**src/design/gda_pkg.sv**
```systemverilog
// Shared types, constants and calendar helpers for the Gregorian date unit.
// No dependencies; compile first.
package gda_pkg;

    localparam int OP_W     = 3;
    localparam int YEAR_W   = 14;
    localparam int MONTH_W  = 4;
    localparam int DAY_W    = 5;
    localparam int AMT_W    = 16;
    localparam int COUNT_W  = 23;
    localparam int STATUS_W = 2;
    localparam int SER_W    = 22;   // day serial, 0 = 0001-01-01
    localparam int TY_W     = 17;   // target year before range check
    localparam int QY_W     = 10;   // year / 100
    localparam int Q12_W    = 13;   // month total / 12

    localparam logic [YEAR_W-1:0] YEAR_MAX   = 14'd9999;
    localparam logic [SER_W-1:0]  SERIAL_MAX = 22'd3652058;
    localparam logic [SER_W-1:0]  DAYS_400   = 22'd146097;
    localparam logic [SER_W-1:0]  DAYS_100   = 22'd36524;
    localparam logic [SER_W-1:0]  DAYS_4     = 22'd1461;
    localparam logic [SER_W-1:0]  DAYS_1     = 22'd365;

    // floor(x/100) = (x * 5243) >> 19 for x < 2^14
    localparam logic [12:0] RECIP_100       = 13'd5243;
    localparam int          RECIP_100_SHIFT = 19;
    // floor(x/3) = (x * 21846) >> 16 for x < 2^15
    localparam logic [14:0] RECIP_3         = 15'd21846;
    localparam int          RECIP_3_SHIFT   = 16;

    typedef enum logic [OP_W-1:0] {
        OP_NEXT, OP_PREV, OP_ADD_YEARS, OP_ADD_MONTHS,
        OP_ADD_DAYS, OP_BETWEEN, OP_COMPARE, OP_NONE
    } op_t;

    typedef enum logic [STATUS_W-1:0] {
        ST_OK, ST_BAD_DATE, ST_RANGE
    } status_t;

    typedef enum logic [4:0] {
        CMD_IDLE, CMD_CAPTURE, CMD_LD_FIRST, CMD_LD_SECOND, CMD_LD_YEARS,
        CMD_MONTH_DIV, CMD_LD_MONTHS, CMD_SER_A, CMD_SER_B, CMD_SER_C,
        CMD_SAVE_FIRST, CMD_TARGET, CMD_CV_INIT, CMD_CV_400, CMD_CV_100,
        CMD_CV_4, CMD_CV_1, CMD_CV_MONTH, CMD_RES_ZERO, CMD_RES_BAD,
        CMD_RES_RANGE, CMD_RES_DIFF, CMD_RES_CMP, CMD_RES_DATE
    } cmd_t;

    typedef enum logic [4:0] {
        S_IDLE, S_LOAD, S_SER_A, S_SER_B, S_SER_C, S_CHECK, S_LOAD2,
        S_TARGET, S_LOAD_M, S_CONV_CHK, S_CV_400, S_CV_100, S_CV_4,
        S_CV_1, S_CV_MONTH, S_RESULT, S_DONE
    } state_t;

    typedef enum logic [1:0] {
        PH_FIRST, PH_SECOND, PH_TARGET
    } phase_t;

    typedef struct packed {
        cmd_t cmd;
    } gda_ctl_t;

    typedef struct packed {
        op_t  op;
        logic date_ok;
        logic year_ok;
        logic first_zero;
        logic ser_over;
        logic cv_more;
    } gda_stat_t;

    function automatic logic [DAY_W-1:0] month_days(input logic [MONTH_W-1:0] m,
                                                    input logic leap);
        logic [DAY_W-1:0] d;
        case (m)
            4'd1, 4'd3, 4'd5, 4'd7, 4'd8, 4'd10, 4'd12: d = 5'd31;
            4'd4, 4'd6, 4'd9, 4'd11:                    d = 5'd30;
            4'd2:    d = leap ? 5'd29 : 5'd28;
            default: d = 5'd0;
        endcase
        return d;
    endfunction

    // days before the first of month m in a common year
    function automatic logic [8:0] cum_days(input logic [MONTH_W-1:0] m);
        logic [8:0] c;
        case (m)
            4'd2:    c = 9'd31;
            4'd3:    c = 9'd59;
            4'd4:    c = 9'd90;
            4'd5:    c = 9'd120;
            4'd6:    c = 9'd151;
            4'd7:    c = 9'd181;
            4'd8:    c = 9'd212;
            4'd9:    c = 9'd243;
            4'd10:   c = 9'd273;
            4'd11:   c = 9'd304;
            4'd12:   c = 9'd334;
            default: c = 9'd0;
        endcase
        return c;
    endfunction

endpackage

```
**src/design/gda_ctrl.sv**
```systemverilog
// Controller state machine: sequences the datapath through one item.
// Depends on gda_pkg.
module gda_ctrl import gda_pkg::*;
(
    input  logic      clk,
    input  logic      rst_n,
    input  logic      in_valid,
    output logic      in_ready,
    output logic      out_valid,
    input  logic      out_ready,
    input  gda_stat_t stat,
    output gda_ctl_t  ctl
);

    state_t state_reg, state_next;
    phase_t phase_reg, phase_next;

    always_ff @(posedge clk or negedge rst_n)
    begin
        if (!rst_n)
        begin
            state_reg <= S_IDLE;
            phase_reg <= PH_FIRST;
        end
        else
        begin
            state_reg <= state_next;
            phase_reg <= phase_next;
        end
    end

    always_comb
    begin
        state_next = state_reg;
        phase_next = phase_reg;
        ctl.cmd    = CMD_IDLE;
        in_ready   = 1'b0;
        out_valid  = 1'b0;
        case (state_reg)
            S_IDLE:
            begin
                in_ready = 1'b1;
                if (in_valid)
                begin
                    ctl.cmd    = CMD_CAPTURE;
                    state_next = S_LOAD;
                end
            end
            S_LOAD:
                if (stat.op == OP_NONE)
                begin
                    ctl.cmd    = CMD_RES_ZERO;
                    state_next = S_DONE;
                end
                else
                begin
                    ctl.cmd    = CMD_LD_FIRST;
                    phase_next = PH_FIRST;
                    state_next = S_SER_A;
                end
            S_SER_A:
            begin
                ctl.cmd    = CMD_SER_A;
                state_next = S_SER_B;
            end
            S_SER_B:
            begin
                ctl.cmd    = CMD_SER_B;
                state_next = S_SER_C;
            end
            S_SER_C:
            begin
                ctl.cmd    = CMD_SER_C;
                state_next = S_CHECK;
            end
            S_CHECK:
                case (phase_reg)
                    PH_FIRST:
                        if (!stat.date_ok)
                        begin
                            ctl.cmd    = CMD_RES_BAD;
                            state_next = S_DONE;
                        end
                        else
                        begin
                            ctl.cmd    = CMD_SAVE_FIRST;
                            state_next = (stat.op == OP_BETWEEN || stat.op == OP_COMPARE)
                                         ? S_LOAD2 : S_TARGET;
                        end
                    PH_SECOND:
                    begin
                        if (!stat.date_ok)
                            ctl.cmd = CMD_RES_BAD;
                        else if (stat.op == OP_BETWEEN)
                            ctl.cmd = CMD_RES_DIFF;
                        else
                            ctl.cmd = CMD_RES_CMP;
                        state_next = S_DONE;
                    end
                    default:
                        if (!stat.year_ok)
                        begin
                            ctl.cmd    = CMD_RES_RANGE;
                            state_next = S_DONE;
                        end
                        else
                            state_next = S_CONV_CHK;
                endcase
            S_LOAD2:
            begin
                ctl.cmd    = CMD_LD_SECOND;
                phase_next = PH_SECOND;
                state_next = S_SER_A;
            end
            S_TARGET:
                case (stat.op)
                    OP_ADD_YEARS:
                    begin
                        ctl.cmd    = CMD_LD_YEARS;
                        phase_next = PH_TARGET;
                        state_next = S_SER_A;
                    end
                    OP_ADD_MONTHS:
                    begin
                        ctl.cmd    = CMD_MONTH_DIV;
                        state_next = S_LOAD_M;
                    end
                    default:
                        if (stat.op == OP_PREV && stat.first_zero)
                        begin
                            ctl.cmd    = CMD_RES_RANGE;
                            state_next = S_DONE;
                        end
                        else
                        begin
                            ctl.cmd    = CMD_TARGET;
                            state_next = S_CONV_CHK;
                        end
                endcase
            S_LOAD_M:
            begin
                ctl.cmd    = CMD_LD_MONTHS;
                phase_next = PH_TARGET;
                state_next = S_SER_A;
            end
            S_CONV_CHK:
                if (stat.ser_over)
                begin
                    ctl.cmd    = CMD_RES_RANGE;
                    state_next = S_DONE;
                end
                else
                begin
                    ctl.cmd    = CMD_CV_INIT;
                    state_next = S_CV_400;
                end
            S_CV_400:
            begin
                ctl.cmd = CMD_CV_400;
                if (!stat.cv_more)
                    state_next = S_CV_100;
            end
            S_CV_100:
            begin
                ctl.cmd = CMD_CV_100;
                if (!stat.cv_more)
                    state_next = S_CV_4;
            end
            S_CV_4:
            begin
                ctl.cmd = CMD_CV_4;
                if (!stat.cv_more)
                    state_next = S_CV_1;
            end
            S_CV_1:
            begin
                ctl.cmd = CMD_CV_1;
                if (!stat.cv_more)
                    state_next = S_CV_MONTH;
            end
            S_CV_MONTH:
            begin
                ctl.cmd = CMD_CV_MONTH;
                if (!stat.cv_more)
                    state_next = S_RESULT;
            end
            S_RESULT:
            begin
                ctl.cmd    = CMD_RES_DATE;
                state_next = S_DONE;
            end
            S_DONE:
            begin
                out_valid = 1'b1;
                if (out_ready)
                    state_next = S_IDLE;
            end
            default:
                state_next = S_IDLE;
        endcase
    end

endmodule

```
**config.mk**
```make
export PLATFORM = sky130hd
export DESIGN_NAME = gda_ctrl
export DESIGN_NICKNAME = d
export VERILOG_FILES = /design/src/design/gda_pkg.sv /design/src/design/gda_ctrl.sv
export SDC_FILE = /design/constraint.sdc
export NUM_CORES = 1
export LEC_CHECK = 0
export BUFFER_PORTS_ARGS = -buffer_cell sky130_fd_sc_hd__buf_2
export CAP_MARGIN = 20
export CORE_ASPECT_RATIO = 1.25
export CORE_MARGIN = 8
export CORE_UTILIZATION = 50
export CTS_CLUSTER_SIZE = 12
export DETAILED_ROUTE_END_ITERATION = 6
export GPL_ROUTABILITY_DRIVEN = 0
export PLACE_DENSITY = 0.74
export REMOVE_ABC_BUFFERS = 1
export SLEW_MARGIN = 20
export SYNTH_ARGS = -nofsm -noshare
export SYNTH_HDL_FRONTEND = slang
export SYNTH_SLANG_ARGS = --single-unit
```
**constraint.sdc**
```tcl
create_clock -name clk -period 4 [get_ports clk]
set_clock_uncertainty 0.05 [all_clocks]
set_input_delay 0.2 -clock clk [delete_from_list [all_inputs] [get_ports clk]]
set_output_delay 0.2 -clock clk [all_outputs]
set_load 0.005 [all_outputs]
```
## After elaboration in Yosys (flattened, before gate mapping)

Index checks and enable logic that the tools add are counted.
Widths: inputs -> output; s select.

- Multiplexer cells: 32
- Equal/unequal tests: 32
- Reduce and logical (&&, ||, !) cells: 8

Operators by type and width:

| kind | count |
|---|---|
| $pmux 5 s16 | 2 |
| $mux 5 | 17 |
| $eq 5x4->1 const B | 8 |
| $pmux 5 s2 | 4 |
| $eq 5x3->1 const B | 4 |
| $ne 2x2->1 const B | 9 |
| $eq 5x2->1 const B | 2 |
| $eq 3x3->1 const B | 3 |
| $pmux 2 s4 | 1 |
| $reduce_and 7->1 | 1 |
| $eq 3x2->1 const B | 2 |
| $mux 2 | 3 |
| $eq 5x1->1 const B | 1 |
| $eq 5x5->1 const B | 1 |
| $logic_not 5->1 | 1 |
| $mux 1 | 4 |
| $reduce_bool 4->1 | 1 |
| $eq 3x1->1 const B | 1 |
| $mux 3 | 1 |
| $reduce_and 3->1 | 1 |
| $eq 2x1->1 const B | 1 |
| $logic_not 2->1 | 1 |
| $reduce_or 2->1 | 1 |
| $logic_and 1x1->1 | 1 |
| $logic_or 1x1->1 | 1 |

- Bits in registers: 7
- Input bits: 12
- Output and inout bits: 7
- Logic and storage cells: 74

## Logic depth before layout (Yosys ltp)

- Depth in word-level cells: 6
- Depth in mapped cells: 7
- Mapped depth without buffers: 5

## Worst setup path after synthesis

OpenSTA, ideal clock, no wires.

- Path type: register -> output
- From: reg state_reg[3]
- To: out ctl[1] (netlist bit)
- Buffers on the path: 1
- Cell stages (with the launch flop): 7
- Setup slack: 2.329 ns
- Data arrival time: 1.421 ns
- Data required time: 3.750 ns
- Cells stage by stage: dfrtp_1 > or2_4 > or3_1 > buf_2 > a211oi_2 > a31oi_1 > o211ai_1

RTL lines:

| item | RTL line | text |
|---|---|---|
| from (decl) | gda_ctrl.sv:15 | `state_t state_reg, state_next;` |
| from (signal assigned) | gda_ctrl.sv:27 | `state_reg <= state_next;` |
| to (decl) | gda_ctrl.sv:12 | `output gda_ctl_t ctl` |

==> metrics <==
Final period util 60.9%; Arrival @ worst endpoint 2.18 ns; worst hold-check path type in -> reg; combinational share of power 62.1%; FFs w/ async S/R, synth 100%; r2r setup slk 2.06 ns; antenna viol nets, final 0; Die Wd 53.3 µm; HPWL Detailed 1860 µm; initial core utilization 51.1%; WS Path Type reg -> out; Final setup viols 0; Row Count 17; Mapped Cells 130; WL final 2440 µm; crit-path max FO 25; die span in y 62.6 µm; slew margin rel. 51.9%; fin util 56.6%; fillcell total 174; dpl ws 1.87 ns; global-route wire length before repair 4260 µm; DR vias/cell 6.36; worst slew pin tran 0.721 ns; clk_lat worst skew 0.25 ns; Final Hold Fails 0; switching part of the total 52.5%; Seq/Total Area, Yosys 20.1%; TritonCTS clock tree yes; Worst Reg2Reg Path Length in Cells 4; Hold Path Origin out_ready; number of register bits inferred by synthesis 7; Reg-to-Reg Start state_reg[0]; Post-synth EDFFs 0; # IOs 19; max cap viols 0; RSZ-0062 raised after global routing no; Worst setup SP type register; switching power 401 µW; DR iter-0 viols 62; Synth warnings 0; Die ar. 3340 µm²; power density of the placed cells 792 nW/µm²; Setup Buffers After CTS 0; FMAX 411 MHz; WHS Path Cells 2; count of cell types in the netlist 35; # nets final 154; Via Count 1,017; total negative slack 0 ns; Clock Tree Buf Depth 2; Avg Inst Size Synth 6.69 µm²; initial antenna violation count 0; worst r2r dst state_reg[0]; clock power share 8.4%; DRC violations left 0; Root Driver clkbuf_4; WP data required 3.75 ns; dominant synthesized flop cell dfrtp_1; All-Layer GR Usage 15.8%; TritonCTS buffer count 3; Area Growth Syn to Fin 10.8%; final critical-path setup slack 1.57 ns; Slew Limit Fails 0; Antenna Cells 0; Reg power frac 29.5%; total congestion overflow 0; Max IR drop VDD 0.000446 V; Worst-path clk slew 0.05 ns; max reg flops 5; H-tree lvl count 1; vias in the first global route 987; clock sink count 7; core area 1700 µm²; crit end category primary output; synthesized cell area 870 µm²; Port Buffer Count 18; LEAKAGE 0.000418 µW; layout cell share with drive strength beyond 1 19.1%; Pre-Repair DR Iteration Count 4; crit path time final 2.43 ns; worst hold slack 0.209 ns; cell-internal power 362 µW; Routed WL per cell 15.2 µm; largest net degree at the start of global routing 26; Worst Hold End state_reg[4]; outcome complete, no violations
-- what timing repair did --
action / CTS / global route
hold buffers: 1 / 0
hold endpoints to repair: 7 / 0
resized for setup: 0 / 0
-- power by group through the flow --
stage	Sequential, µW	Clock [µW]	Combinational [µW]
2_1_floorplan	190	0	336
3_3_place_gp	221	0	470
3_5_place_dp	222	0	471
4_1_cts	221	66.9	475
5_1_grt	237	70.7	533
6_report	226	64.1	474
-- synthesized netlist by cell type, types with 2 or more instances --
master	instances	share of area, %
mux2_2	2	2.6
o211ai_1	5	4.3
o21ai_0	11	6.3
xor2_1	2	2.0
buf_2	9	5.2
nand4_1	3	2.2
nand2_1	15	6.5
clkbuf_1	3	1.3
a21oi_1	10	5.8
nor3_1	2	1.2
nand2b_1	5	3.6
mux2i_1	2	2.3
nor2_1	15	6.5
a31oi_1	3	2.2
dfrtp_1	7	20
o221ai_1	2	2.0
nor2b_1	3	2.2
nand3_1	8	4.6
a211oi_1	2	1.7
inv_1	5	2.2
and2_1	2	1.4
-- worst max-delay path, stage by stage, from the launching register on --
cell and delay [ns]:
dfrtp_1 0.80, nand2_1 0.13, or3_1 0.44, a211oi_2 0.23, a31oi_1 0.07, o211ai_1 0.12
buf_2 0.14
-- layout make-up --
cell class,count,area (µm²),share of cell area [%]
Multi-Input combinational cell,106,619,64.3
Sequential cell,7,175,18.2
Timing Repair Buffer,19,100,10.4
Inverter,5,18.8,1.95
Clock buffer,4,26.3,2.73
Tap cell,19,23.8,2.47
-- how the worst max path moves through the flow --
stage / from / end / slack (ns)
after floorplan: state_reg[0] / ctl[1] / 2.21
after global placement: state_reg[0] / ctl[1] / 1.92
after detailed placement: state_reg[0] / ctl[1] / 1.87
after CTS: state_reg[0] / ctl[1] / 1.59
after global routing: state_reg[0] / ctl[1] / 1.43
final: state_reg[0] / ctl[1] / 1.57
-- cells by family after synthesis --
logic type	Yosys count	share of synthesized area [%]
AOI/OAI and AO/OA	40	29.9
xor gates and xnor gates	2	2.01
buffers and inverters	17	8.63
DFF	7	20.1
muxes	4	4.89
and+or+nand+nor	60	34.4
-- per-stage QoR --
step	power (µW)	std cells	cell area (µm²)
3_5_place_dp	693	155	927
2_1_floorplan	526	118	813
4_1_cts	763	160	963
5_1_grt	841	160	963
6_report	763	160	963
3_3_place_gp	691	155	927
-- layer usage --
metal	share of wire [%]	vias to the layer above	global-route usage [%]
met5	0	-	0
met4	1.6	0	5.38
met3	7.4	6	4.29
met2	48	57	24.1
met1	43	458	20.4
li1	-	496	-
-- placed cells by master (no fill, tap or decap), drive strengths merged, types with 2 or more instances in the layout --
cell	n
a211oi	3
a21oi	10
a31oi	3
and2	2
buf	18
clkbuf	4
dfrtp	7
inv	5
mux2	2
mux2i	2
nand2	15
nand2b	5
nand3	8
nand4	3
nor2	16
nor2b	3
nor3	2
o211ai	5
o21ai	11
o221ai	2
xor2	2
Note: power is estimated with default switching activity, not from simulation.
