**src/design/gda_pkg.sv**
```systemverilog
// Shared types, constants and calendar helpers for the Gregorian date unit.
// No dependencies; compile first.
package gda_pkg;

    localparam int OP_W     = 3;
    localparam int YEAR_W   = 14;
    localparam int MONTH_W  = 4;
    localparam int DAY_W    = 5;
    localparam int AMT_W    = 16;
    localparam int COUNT_W  = 23;
    localparam int STATUS_W = 2;
    localparam int SER_W    = 22;   // day serial, 0 = 0001-01-01
    localparam int TY_W     = 17;   // target year before range check
    localparam int QY_W     = 10;   // year / 100
    localparam int Q12_W    = 13;   // month total / 12

    localparam logic [YEAR_W-1:0] YEAR_MAX   = 14'd9999;
    localparam logic [SER_W-1:0]  SERIAL_MAX = 22'd3652058;
    localparam logic [SER_W-1:0]  DAYS_400   = 22'd146097;
    localparam logic [SER_W-1:0]  DAYS_100   = 22'd36524;
    localparam logic [SER_W-1:0]  DAYS_4     = 22'd1461;
    localparam logic [SER_W-1:0]  DAYS_1     = 22'd365;

    // floor(x/100) = (x * 5243) >> 19 for x < 2^14
    localparam logic [12:0] RECIP_100       = 13'd5243;
    localparam int          RECIP_100_SHIFT = 19;
    // floor(x/3) = (x * 21846) >> 16 for x < 2^15
    localparam logic [14:0] RECIP_3         = 15'd21846;
    localparam int          RECIP_3_SHIFT   = 16;

    typedef enum logic [OP_W-1:0] {
        OP_NEXT, OP_PREV, OP_ADD_YEARS, OP_ADD_MONTHS,
        OP_ADD_DAYS, OP_BETWEEN, OP_COMPARE, OP_NONE
    } op_t;

    typedef enum logic [STATUS_W-1:0] {
        ST_OK, ST_BAD_DATE, ST_RANGE
    } status_t;

    typedef enum logic [4:0] {
        CMD_IDLE, CMD_CAPTURE, CMD_LD_FIRST, CMD_LD_SECOND, CMD_LD_YEARS,
        CMD_MONTH_DIV, CMD_LD_MONTHS, CMD_SER_A, CMD_SER_B, CMD_SER_C,
        CMD_SAVE_FIRST, CMD_TARGET, CMD_CV_INIT, CMD_CV_400, CMD_CV_100,
        CMD_CV_4, CMD_CV_1, CMD_CV_MONTH, CMD_RES_ZERO, CMD_RES_BAD,
        CMD_RES_RANGE, CMD_RES_DIFF, CMD_RES_CMP, CMD_RES_DATE
    } cmd_t;

    typedef enum logic [4:0] {
        S_IDLE, S_LOAD, S_SER_A, S_SER_B, S_SER_C, S_CHECK, S_LOAD2,
        S_TARGET, S_LOAD_M, S_CONV_CHK, S_CV_400, S_CV_100, S_CV_4,
        S_CV_1, S_CV_MONTH, S_RESULT, S_DONE
    } state_t;

    typedef enum logic [1:0] {
        PH_FIRST, PH_SECOND, PH_TARGET
    } phase_t;

    typedef struct packed {
        cmd_t cmd;
    } gda_ctl_t;

    typedef struct packed {
        op_t  op;
        logic date_ok;
        logic year_ok;
        logic first_zero;
        logic ser_over;
        logic cv_more;
    } gda_stat_t;

    function automatic logic [DAY_W-1:0] month_days(input logic [MONTH_W-1:0] m,
                                                    input logic leap);
        logic [DAY_W-1:0] d;
        case (m)
            4'd1, 4'd3, 4'd5, 4'd7, 4'd8, 4'd10, 4'd12: d = 5'd31;
            4'd4, 4'd6, 4'd9, 4'd11:                    d = 5'd30;
            4'd2:    d = leap ? 5'd29 : 5'd28;
            default: d = 5'd0;
        endcase
        return d;
    endfunction

    // days before the first of month m in a common year
    function automatic logic [8:0] cum_days(input logic [MONTH_W-1:0] m);
        logic [8:0] c;
        case (m)
            4'd2:    c = 9'd31;
            4'd3:    c = 9'd59;
            4'd4:    c = 9'd90;
            4'd5:    c = 9'd120;
            4'd6:    c = 9'd151;
            4'd7:    c = 9'd181;
            4'd8:    c = 9'd212;
            4'd9:    c = 9'd243;
            4'd10:   c = 9'd273;
            4'd11:   c = 9'd304;
            4'd12:   c = 9'd334;
            default: c = 9'd0;
        endcase
        return c;
    endfunction

endpackage

```
**src/design/gda_datapath.sv**
```systemverilog
// Datapath: operand capture, date-to-serial, serial-to-date and result registers.
// Depends on gda_pkg; driven by gda_ctrl commands.
module gda_datapath import gda_pkg::*;
(
    input  logic                       clk,
    input  gda_ctl_t                   ctl,
    output gda_stat_t                  stat,
    input  logic [OP_W-1:0]            operation,
    input  logic [YEAR_W-1:0]          first_year,
    input  logic [MONTH_W-1:0]         first_month,
    input  logic [DAY_W-1:0]           first_day,
    input  logic [AMT_W-1:0]           amount,
    input  logic [YEAR_W-1:0]          second_year,
    input  logic [MONTH_W-1:0]         second_month,
    input  logic [DAY_W-1:0]           second_day,
    output logic [YEAR_W-1:0]          result_year,
    output logic [MONTH_W-1:0]         result_month,
    output logic [DAY_W-1:0]           result_day,
    output logic signed [COUNT_W-1:0] day_count,
    output logic                       is_less,
    output logic                       is_equal,
    output logic [STATUS_W-1:0]        status
);

    // captured item
    op_t                op_reg;
    logic [YEAR_W-1:0]  y1_reg, y2_reg;
    logic [MONTH_W-1:0] m1_reg, m2_reg;
    logic [DAY_W-1:0]   d1_reg, d2_reg;
    logic [AMT_W-1:0]   amt_reg;

    // serial unit
    logic [TY_W-1:0]    opd_y_reg;
    logic [MONTH_W-1:0] opd_m_reg;
    logic [DAY_W-1:0]   opd_d_reg;
    logic [QY_W-1:0]    qy_reg;
    logic               leap_reg;
    logic               year_ok_reg;
    logic               date_ok_reg;
    logic [SER_W-1:0]   base_reg;
    logic [SER_W-1:0]   ser_reg;
    logic [SER_W-1:0]   s1_reg;
    logic [TY_W-1:0]    mt_reg;
    logic [Q12_W-1:0]   q12_reg;

    // conversion back to a date
    logic [SER_W-1:0]   r_reg;
    logic [YEAR_W-1:0]  yacc_reg;
    logic [1:0]         n100_reg;
    logic [4:0]         n4_reg;
    logic [1:0]         n1_reg;
    logic [MONTH_W-1:0] k_reg;

    // combinational helpers
    logic [29:0]        prod_a;
    logic [TY_W-1:0]    qy_x100;
    logic               div100, div400, leap_b;
    logic [YEAR_W-1:0]  py;
    logic [QY_W-1:0]    p100, p400;
    logic [SER_W-1:0]   base_b;
    logic [DAY_W-1:0]   mlen_c;
    logic               month_ok_c;
    logic [SER_W-1:0]   ser_c;
    logic [TY_W-1:0]    mtotal;
    logic [29:0]        prod_m;
    logic [TY_W-1:0]    q12_x12;
    logic [TY_W-1:0]    mrem;
    logic               leap_cv;
    logic [DAY_W-1:0]   mlen_cv;
    logic               cv_more;

    always_comb
    begin
        prod_a     = {13'b0, opd_y_reg} * {17'b0, RECIP_100};
        qy_x100    = {7'b0, qy_reg} * 17'd100;
        div100     = (qy_x100 == opd_y_reg);
        div400     = div100 && (qy_reg[1:0] == 2'b00);
        leap_b     = ((opd_y_reg[1:0] == 2'b00) && !div100) || div400;
        py         = opd_y_reg[YEAR_W-1:0] - 14'd1;
        p100       = qy_reg - {9'b0, div100};
        p400       = {2'b0, qy_reg[QY_W-1:2]} - {9'b0, div400};
        base_b     = {8'b0, py} * 22'd365 + {10'b0, py[YEAR_W-1:2]}
                     - {12'b0, p100} + {12'b0, p400};
        mlen_c     = month_days(opd_m_reg, leap_reg);
        month_ok_c = opd_m_reg inside {[4'd1:4'd12]};
        ser_c      = base_reg + {13'b0, cum_days(opd_m_reg)}
                     + {21'b0, (leap_reg && (opd_m_reg > 4'd2))}
                     + {17'b0, opd_d_reg} - 22'd1;
        mtotal     = {13'b0, m1_reg - 4'd1} + {1'b0, amt_reg};
        // month total / 12 as (total / 4) / 3
        prod_m     = {15'b0, mtotal[TY_W-1:2]} * {15'b0, RECIP_3};
        q12_x12    = {4'b0, q12_reg} * 17'd12;
        mrem       = mt_reg - q12_x12;
        leap_cv    = (n1_reg == 2'd3) && ((n4_reg != 5'd24) || (n100_reg == 2'd3));
        mlen_cv    = month_days(k_reg, leap_cv);
        case (ctl.cmd)
            CMD_CV_400:   cv_more = (r_reg >= DAYS_400);
            CMD_CV_100:   cv_more = (n100_reg != 2'd3) && (r_reg >= DAYS_100);
            CMD_CV_4:     cv_more = (r_reg >= DAYS_4);
            CMD_CV_1:     cv_more = (n1_reg != 2'd3) && (r_reg >= DAYS_1);
            CMD_CV_MONTH: cv_more = (k_reg < 4'd12) && (r_reg >= {17'b0, mlen_cv});
            default:      cv_more = 1'b0;
        endcase
    end

    always_ff @(posedge clk)
    begin
        case (ctl.cmd)
            CMD_CAPTURE:
            begin
                op_reg  <= op_t'(operation);
                y1_reg  <= first_year;
                m1_reg  <= first_month;
                d1_reg  <= first_day;
                amt_reg <= amount;
                y2_reg  <= second_year;
                m2_reg  <= second_month;
                d2_reg  <= second_day;
            end
            CMD_LD_FIRST:
            begin
                opd_y_reg <= {3'b0, y1_reg};
                opd_m_reg <= m1_reg;
                opd_d_reg <= d1_reg;
            end
            CMD_LD_SECOND:
            begin
                opd_y_reg <= {3'b0, y2_reg};
                opd_m_reg <= m2_reg;
                opd_d_reg <= d2_reg;
            end
            CMD_LD_YEARS:
            begin
                opd_y_reg <= {3'b0, y1_reg} + {1'b0, amt_reg};
                opd_m_reg <= m1_reg;
                opd_d_reg <= d1_reg;
            end
            CMD_MONTH_DIV:
            begin
                mt_reg  <= mtotal;
                q12_reg <= prod_m[RECIP_3_SHIFT +: Q12_W];
            end
            CMD_LD_MONTHS:
            begin
                opd_y_reg <= {3'b0, y1_reg} + {4'b0, q12_reg};
                opd_m_reg <= mrem[MONTH_W-1:0] + 4'd1;
                opd_d_reg <= d1_reg;
            end
            CMD_SER_A:
                qy_reg <= prod_a[RECIP_100_SHIFT +: QY_W];
            CMD_SER_B:
            begin
                leap_reg    <= leap_b;
                base_reg    <= base_b;
                year_ok_reg <= (opd_y_reg != '0) && (opd_y_reg <= {3'b0, YEAR_MAX});
            end
            CMD_SER_C:
            begin
                ser_reg     <= ser_c;
                date_ok_reg <= year_ok_reg && month_ok_c && (opd_d_reg != '0)
                               && (opd_d_reg <= mlen_c);
            end
            CMD_SAVE_FIRST:
                s1_reg <= ser_reg;
            CMD_TARGET:
            begin
                case (op_reg)
                    OP_NEXT: ser_reg <= s1_reg + 22'd1;
                    OP_PREV: ser_reg <= s1_reg - 22'd1;
                    default: ser_reg <= s1_reg + {6'b0, amt_reg};
                endcase
            end
            CMD_CV_INIT:
            begin
                r_reg    <= ser_reg;
                yacc_reg <= 14'd1;
                n100_reg <= 2'd0;
                n4_reg   <= 5'd0;
                n1_reg   <= 2'd0;
                k_reg    <= 4'd1;
            end
            CMD_CV_400:
                if (cv_more)
                begin
                    r_reg    <= r_reg - DAYS_400;
                    yacc_reg <= yacc_reg + 14'd400;
                end
            CMD_CV_100:
                if (cv_more)
                begin
                    r_reg    <= r_reg - DAYS_100;
                    yacc_reg <= yacc_reg + 14'd100;
                    n100_reg <= n100_reg + 2'd1;
                end
            CMD_CV_4:
                if (cv_more)
                begin
                    r_reg    <= r_reg - DAYS_4;
                    yacc_reg <= yacc_reg + 14'd4;
                    n4_reg   <= n4_reg + 5'd1;
                end
            CMD_CV_1:
                if (cv_more)
                begin
                    r_reg    <= r_reg - DAYS_1;
                    yacc_reg <= yacc_reg + 14'd1;
                    n1_reg   <= n1_reg + 2'd1;
                end
            CMD_CV_MONTH:
                if (cv_more)
                begin
                    r_reg <= r_reg - {17'b0, mlen_cv};
                    k_reg <= k_reg + 4'd1;
                end
            default: ;
        endcase
    end

    // result registers
    always_ff @(posedge clk)
    begin
        case (ctl.cmd)
            CMD_RES_ZERO, CMD_RES_BAD, CMD_RES_RANGE, CMD_RES_DIFF,
            CMD_RES_CMP, CMD_RES_DATE:
            begin
                result_year  <= '0;
                result_month <= '0;
                result_day   <= '0;
                day_count    <= '0;
                is_less      <= 1'b0;
                is_equal     <= 1'b0;
                status       <= ST_OK;
                case (ctl.cmd)
                    CMD_RES_BAD:   status <= ST_BAD_DATE;
                    CMD_RES_RANGE: status <= ST_RANGE;
                    CMD_RES_DIFF:  day_count <= {1'b0, ser_reg} - {1'b0, s1_reg};
                    CMD_RES_CMP:
                    begin
                        is_less  <= (s1_reg < ser_reg);
                        is_equal <= (s1_reg == ser_reg);
                    end
                    CMD_RES_DATE:
                    begin
                        result_year  <= yacc_reg;
                        result_month <= k_reg;
                        result_day   <= r_reg[DAY_W-1:0] + 5'd1;
                    end
                    default: ;
                endcase
            end
            default: ;
        endcase
    end

    always_comb
    begin
        stat.op         = op_reg;
        stat.date_ok    = date_ok_reg;
        stat.year_ok    = year_ok_reg;
        stat.first_zero = (s1_reg == '0);
        stat.ser_over   = (ser_reg > SERIAL_MAX);
        stat.cv_more    = cv_more;
    end

endmodule

```
**config.mk**
```make
export PLATFORM = sky130hd
export DESIGN_NAME = gda_datapath
export DESIGN_NICKNAME = d
export VERILOG_FILES = /design/src/design/gda_pkg.sv /design/src/design/gda_datapath.sv
export SDC_FILE = /design/constraint.sdc
export NUM_CORES = 2
export LEC_CHECK = 0
export BUFFER_PORTS_ARGS = -buffer_cell sky130_fd_sc_hd__buf_2
export CAP_MARGIN = 20
export CORE_ASPECT_RATIO = 2
export CORE_UTILIZATION = 38
export DETAILED_ROUTE_END_ITERATION = 6
export GPL_ROUTABILITY_DRIVEN = 0
export PLACE_DENSITY = 0.64
export SETUP_SLACK_MARGIN = 0.05
export SYNTH_ARGS = -nofsm -noshare
export SYNTH_HDL_FRONTEND = slang
export SYNTH_SLANG_ARGS = --single-unit
```
**constraint.sdc**
```tcl
create_clock -name clk -period 24.1 [get_ports clk]
set_input_delay 1.205 -clock clk [delete_from_list [all_inputs] [get_ports clk]]
set_output_delay 1.205 -clock clk [all_outputs]
set_load 0.1 [all_outputs]
```
# Word level (Yosys, flattened, before mapping)

Memory sizes are Yosys's and may differ from the RTL's. A register that Yosys moved wholly into a read port is not among the register bits.
Index checks and enable logic that the tools add are counted.

Magnitude comparators: 13
Muxes and demuxes: 31
Multipliers: 5
Reduce and logical (&&, ||, !) cells: 44
Eq/ne operators: 60
Add/sub/neg operators: 34

Operators with widths:

| operator                 | number |
|---|---|
| $pmux W22 S6             | 1 |
| $mux W22                 | 5 |
| $pmux W22 S2             | 2 |
| $pmux W14 S5             | 1 |
| $pmux W17 S4             | 1 |
| $mux W14                 | 4 |
| $sub A22 B1 Y22 const B  | 2 |
| $eq A4 B4 Y1 const B     | 10 |
| $eq A5 B4 Y1 const B     | 8 |
| $eq A5 B5 Y1 const B     | 8 |
| $eq A4 B3 Y1 const B     | 8 |
| $pmux W5 S3              | 2 |
| $mul A17 B13 Y29 const B | 1 |
| $mul A15 B14 Y28 const B | 1 |
| $sub A22 B22 Y23         | 1 |
| $add A22 B1 Y22          | 1 |
| $add A22 B1 Y22 const B  | 1 |
| $add A22 B10 Y22         | 1 |
| $add A22 B12 Y22         | 1 |
| $add A22 B16 Y22         | 1 |
| $add A22 B5 Y22          | 1 |
| $add A22 B9 Y22          | 1 |
| $eq A22 B22 Y1           | 1 |
| $ge A22 B11 Y1 const B   | 1 |
| other kinds (75)         | 123 |

Word-level logic and storage cells: 221
Output and inout bits: 58
Memory bits (read-only): 144
Bits in registers: 286
Memories: 1

Memory list:

| memory           | words | width | read ports | clocked after memory_dff | write ports | RTL line      | RTL |
|---|---|---|---|---|---|---|---|
| (name not given) | 16    | 9     | 1          | 1                        | 0           | gda_pkg.sv:86 | `case (m)` |

# Logic depth before layout (Yosys ltp)

Word-level depth: 10
Gate-level depth with buffers: 36
Depth with buffers taken out: 36

# Worst setup path before layout

OpenSTA, ideal clock, no wires.

Kind: input to register
Start: input ctl[2] (netlist bit)
End: register amt_reg[0] (enable)
Required time: 23451 ps
Arrival: 7845 ps
Cell stages on the path: 3
Setup time: 649 ps
Setup slack: 15606 ps
Cells stage by stage: buf_4 buf_2 nor4_1

Word-level cells in the longest chain between the ends: 1

Ends and longest elaborated chain:

| item                 | RTL line            | RTL |
|---|---|---|
| from (decl)          | gda_datapath.sv:6   | `input gda_ctl_t ctl,` |
| $eq A5 B1 Y1         | gda_datapath.sv:108 | `case (ctl.cmd)` |
| to (signal assigned) | gda_datapath.sv:115 | `amt_reg <= amount;` |
| to (decl)            | gda_datapath.sv:30  | `logic [AMT_W-1:0] amt_reg;` |

Every way passes these cells.
A chain may end at the register's enable or synchronous reset.

# Worst setup path after layout

Start: register qy_reg[2]
End: register base_reg[21] (data pin)

Word-level cells in the longest chain between the ends: 5

Ends and longest elaborated chain:

| item                                                   | RTL line                               | RTL |
|---|---|---|
| from (decl)                                            | gda_datapath.sv:36                     | `logic [QY_W-1:0] qy_reg;` |
| from (signal assigned)                                 | gda_datapath.sv:150                    | `qy_reg <= prod_a[RECIP_100_SHIFT +: QY_W];` |
| $mul A10 B5 Y15                                        | gda_datapath.sv:75                     | `qy_x100 = {7'b0, qy_reg} * 17'd100;` |
| $eq A17 B17 Y1                                         | gda_datapath.sv:76                     | `div100 = (qy_x100 == opd_y_reg);` |
| $sub A10 B1 Y10 or $logic_and A1 B1 Y1 (tied branches) | gda_datapath.sv:80, gda_datapath.sv:77 |  |
| $sub A22 B10 Y22 or $sub A8 B1 Y9 (tied branches)      | gda_datapath.sv:83, gda_datapath.sv:81 |  |
| $add A22 B10 Y22 *                                     | gda_datapath.sv:83                     | `- {12'b0, p100} + {12'b0, p400};` |
| named net base_b[21]                                   | gda_datapath.sv:60                     | `logic [SER_W-1:0] base_b;` |
| to (signal assigned)                                   | gda_datapath.sv:154                    | `base_reg <= base_b;` |
| to (decl)                                              | gda_datapath.sv:40                     | `logic [SER_W-1:0] base_reg;` |

The timed path passes the listed nets; every way through them passes the cells marked *.

==> metrics <==
status finished, violations left; failing checks design-rule violations; Synth top area share a little over a quarter; drt first pass iters 7; final setup fails 0; number of synthesized flops with an enable pin between 200 and 300; CP max stage delay 540 ps; initial antenna violation count 4; R2R depth 35; placed cells 4425; FF-to-FF End base_reg[21]$_DFFE_PN_; synth top area cells edfxtp_1 26%, ha_1 20%, fa_1 15%, inv_1 5.6%, xnor2_1 4.6%; post-synth top area cell edfxtp_1; CTS Hold Bufs 0; most used cell, CP ha_1; Final Hold Viols 0; Synth Area per Inst 9.890 sq um; Synth Register Bits 295; Hold WC Path Type reg -> reg; ANT cells 0; Util after Layout about two fifths; Synth Instances between 3000 and 4000; Setup CP Type reg -> reg; Rel. slew slack 23.85%; nature of the critical path startpoint flop; post-DP HPWL ~76000 um; final setup TNS 0 ps; Setup Skew ~16 ps; Setup Buffers After CTS 0; hold_sp ser_reg[2]$_DFFE_PP_; CP startpoint qy_reg[2]$_DFFE_PN_; core area 84640 sq um; Die X-Extent around 210 um; IO buf count around 130; maximum VDD drop ~0.00006 V; gr ovfl total 0; die area around 87000 sq um; CTS resizes 0; vias in the first global route between 20000 and 30000; flop2flop setup slack roughly 15000 ps; crit path time final 9410 ps; CTS sink cnt around 300; share of layout cells above drive strength 1 7.681%; first-pass GRT wire length between 100000 and 150000 um; Vias/cell roughly 5.5; Synth Net Count roughly 4000; Worst Path Required between 20000 and 25000 ps; WP data arrival approximately 10000 ps; largest net degree at the start of global routing 66; max FFs per register 23; nets 4210; IO Pins 129; Initial Util 38.33%; asr flop ratio synth 0%; RSZ-0062 raised after global routing false; register area share after synthesis 27.03%; Hold Path End s1_reg[2]$_DFFE_PN_; CTS tree yes; Reg area approximately 8800 sq um; PwrDens roughly 62 nW/um^2; P&R area growth vs syn 8.775%; Pleak approximately 16 nW; synthesized area ~32000 sq um; total track usage a little over a fifth; Biggest register day_count; most frequent cells in the layout 509 x ha_1, 485 x inv_1, 286 x edfxtp_1, 242 x fa_1, 204 x nand2_1; Worst Max-Slew Pin Slew 1134 ps; most common cell after layout, fill and taps aside ha_1; row cnt around 150; Synth Flop Type edfxtp_1; total number of vias ~25000; deepest clock path buffer count 3; critical path capture point type flop; Netlist cell types between 100 and 150; Fillers between 8000 and 9000; Worst Hold Depth 0; synth warn 0; # DRC 13; worst-path maximum fanout 5; highest-delay cell along the critical path fa_1; wire per inst between 20 and 25 um; Final period util roughly 39%; non-filler cells, final approximately 4500; Worst R2R Start qy_reg[2]$_DFFE_PN_; Final Max Tran Viols 0; post-route ant nets 0; CTS clk-pin slew, worst paths ~70 ps; root buf cell clkbuf_16; max cap viols 0; Post-Route WL approximately 91000 um; First DRT Iteration DRCs around 1300; die height 415.2 um; TritonCTS Buffers 30; multi-input logic area 21450 sq um; H-Tree Depth 1; Skew-Pair Late Insertion Delay around 630 ps; Max Fclk about 110 MHz
==> routing by layer <==
layer	global-route usage [%]	up-vias	share of wire, %
li1	-	11616	-
met5	0	-	0.057
met1	19.68	11834	33
met3	2.421	341	4.2
met2	41.77	804	55
met4	15.43	8	8.3
==> synthesized netlist by cell type (all sizes together), types with 27 or more instances <==
cell	count
clkbuf	59
edfxtp	286
nor2	204
ha	509
o21ai	153
a21o	56
xnor2	171
and2	31
a21oi	189
nand2b	27
buf	28
xor2	68
a31oi	37
nor2b	27
fa	242
inv	486
nand3	62
nand2	206
nor3	60
==> area by class of cell <==
class / count / share of cell area [%]
Sequential cell: 295 / 24.85
Tap cell: 1071 / 3.798
Inverter: 487 / 5.180
Multi-Input combinational cell: 2411 / 60.79
Timing Repair Buffer: 163 / 2.581
Clock buffer: 35 / 2.181
Clock inverter: 20 / 0.6241
==> where the power goes <==
group          switching (mW)  total [mW]  internal (mW)
registers              0.0240       0.651          0.627
logic                   0.628        1.07          0.438
clock network           0.223       0.485          0.263
total                   0.875        2.20           1.33
==> critical path, delay by kind of cell, from the launching register on <==
kind                     cells  cell delay, ps
flip-flops                   1             470
AO/OA/AOI/OAI               13            2970
XOR/XNOR                     3             410
adder cells (fa/ha/maj)     11            4220
buffers and inverters        4             360
AND/OR/NAND/NOR              4             740
==> worst max path at each step <==
stage / end / slack (ps) / depth (start not counted)
6_report: base_reg[21]$_DFFE_PN_ / 14690 / 35
5_1_grt: base_reg[21]$_DFFE_PN_ / 14030 / 32
4_1_cts: base_reg[21]$_DFFE_PN_ / 14730 / 35
3_5_place_dp: base_reg[21]$_DFFE_PN_ / 14760 / 34
3_3_place_gp: base_reg[21]$_DFFE_PN_ / 14850 / 35
2_1_floorplan: amt_reg[0]$_DFFE_PN_ / 15610 / 3
==> cell families (layout without fill, tap and decap cells) <==
logic type / after synthesis / after routing / synth area share (%)
adder cells (fa/ha/maj): 752 / 752 / 34.60
AND/OR/NAND/NOR: 743 / 743 / 11.10
AO/OA/AOI/OAI: 659 / 659 / 13.22
buffers and inverters: 574 / 705 / 6.896
flip-flops: 295 / 295 / 27.03
XOR/XNOR: 239 / 239 / 6.476
multiplexers: 18 / 18 / 0.6750
==> stage by stage <==
stage	hold WS, ps	worst slack (ps)	power [mW]	instance area, sq um
detailed placement	533.8	14760	1.732	34270
CTS	548.8	14730	2.224	35260
floorplan	449.6	15610	1.442	32440
global placement	527.5	14850	1.705	34270
finish	535.3	14690	2.203	35290
global route	555.9	14030	2.357	35290
(Power assumes the default switching activity.)
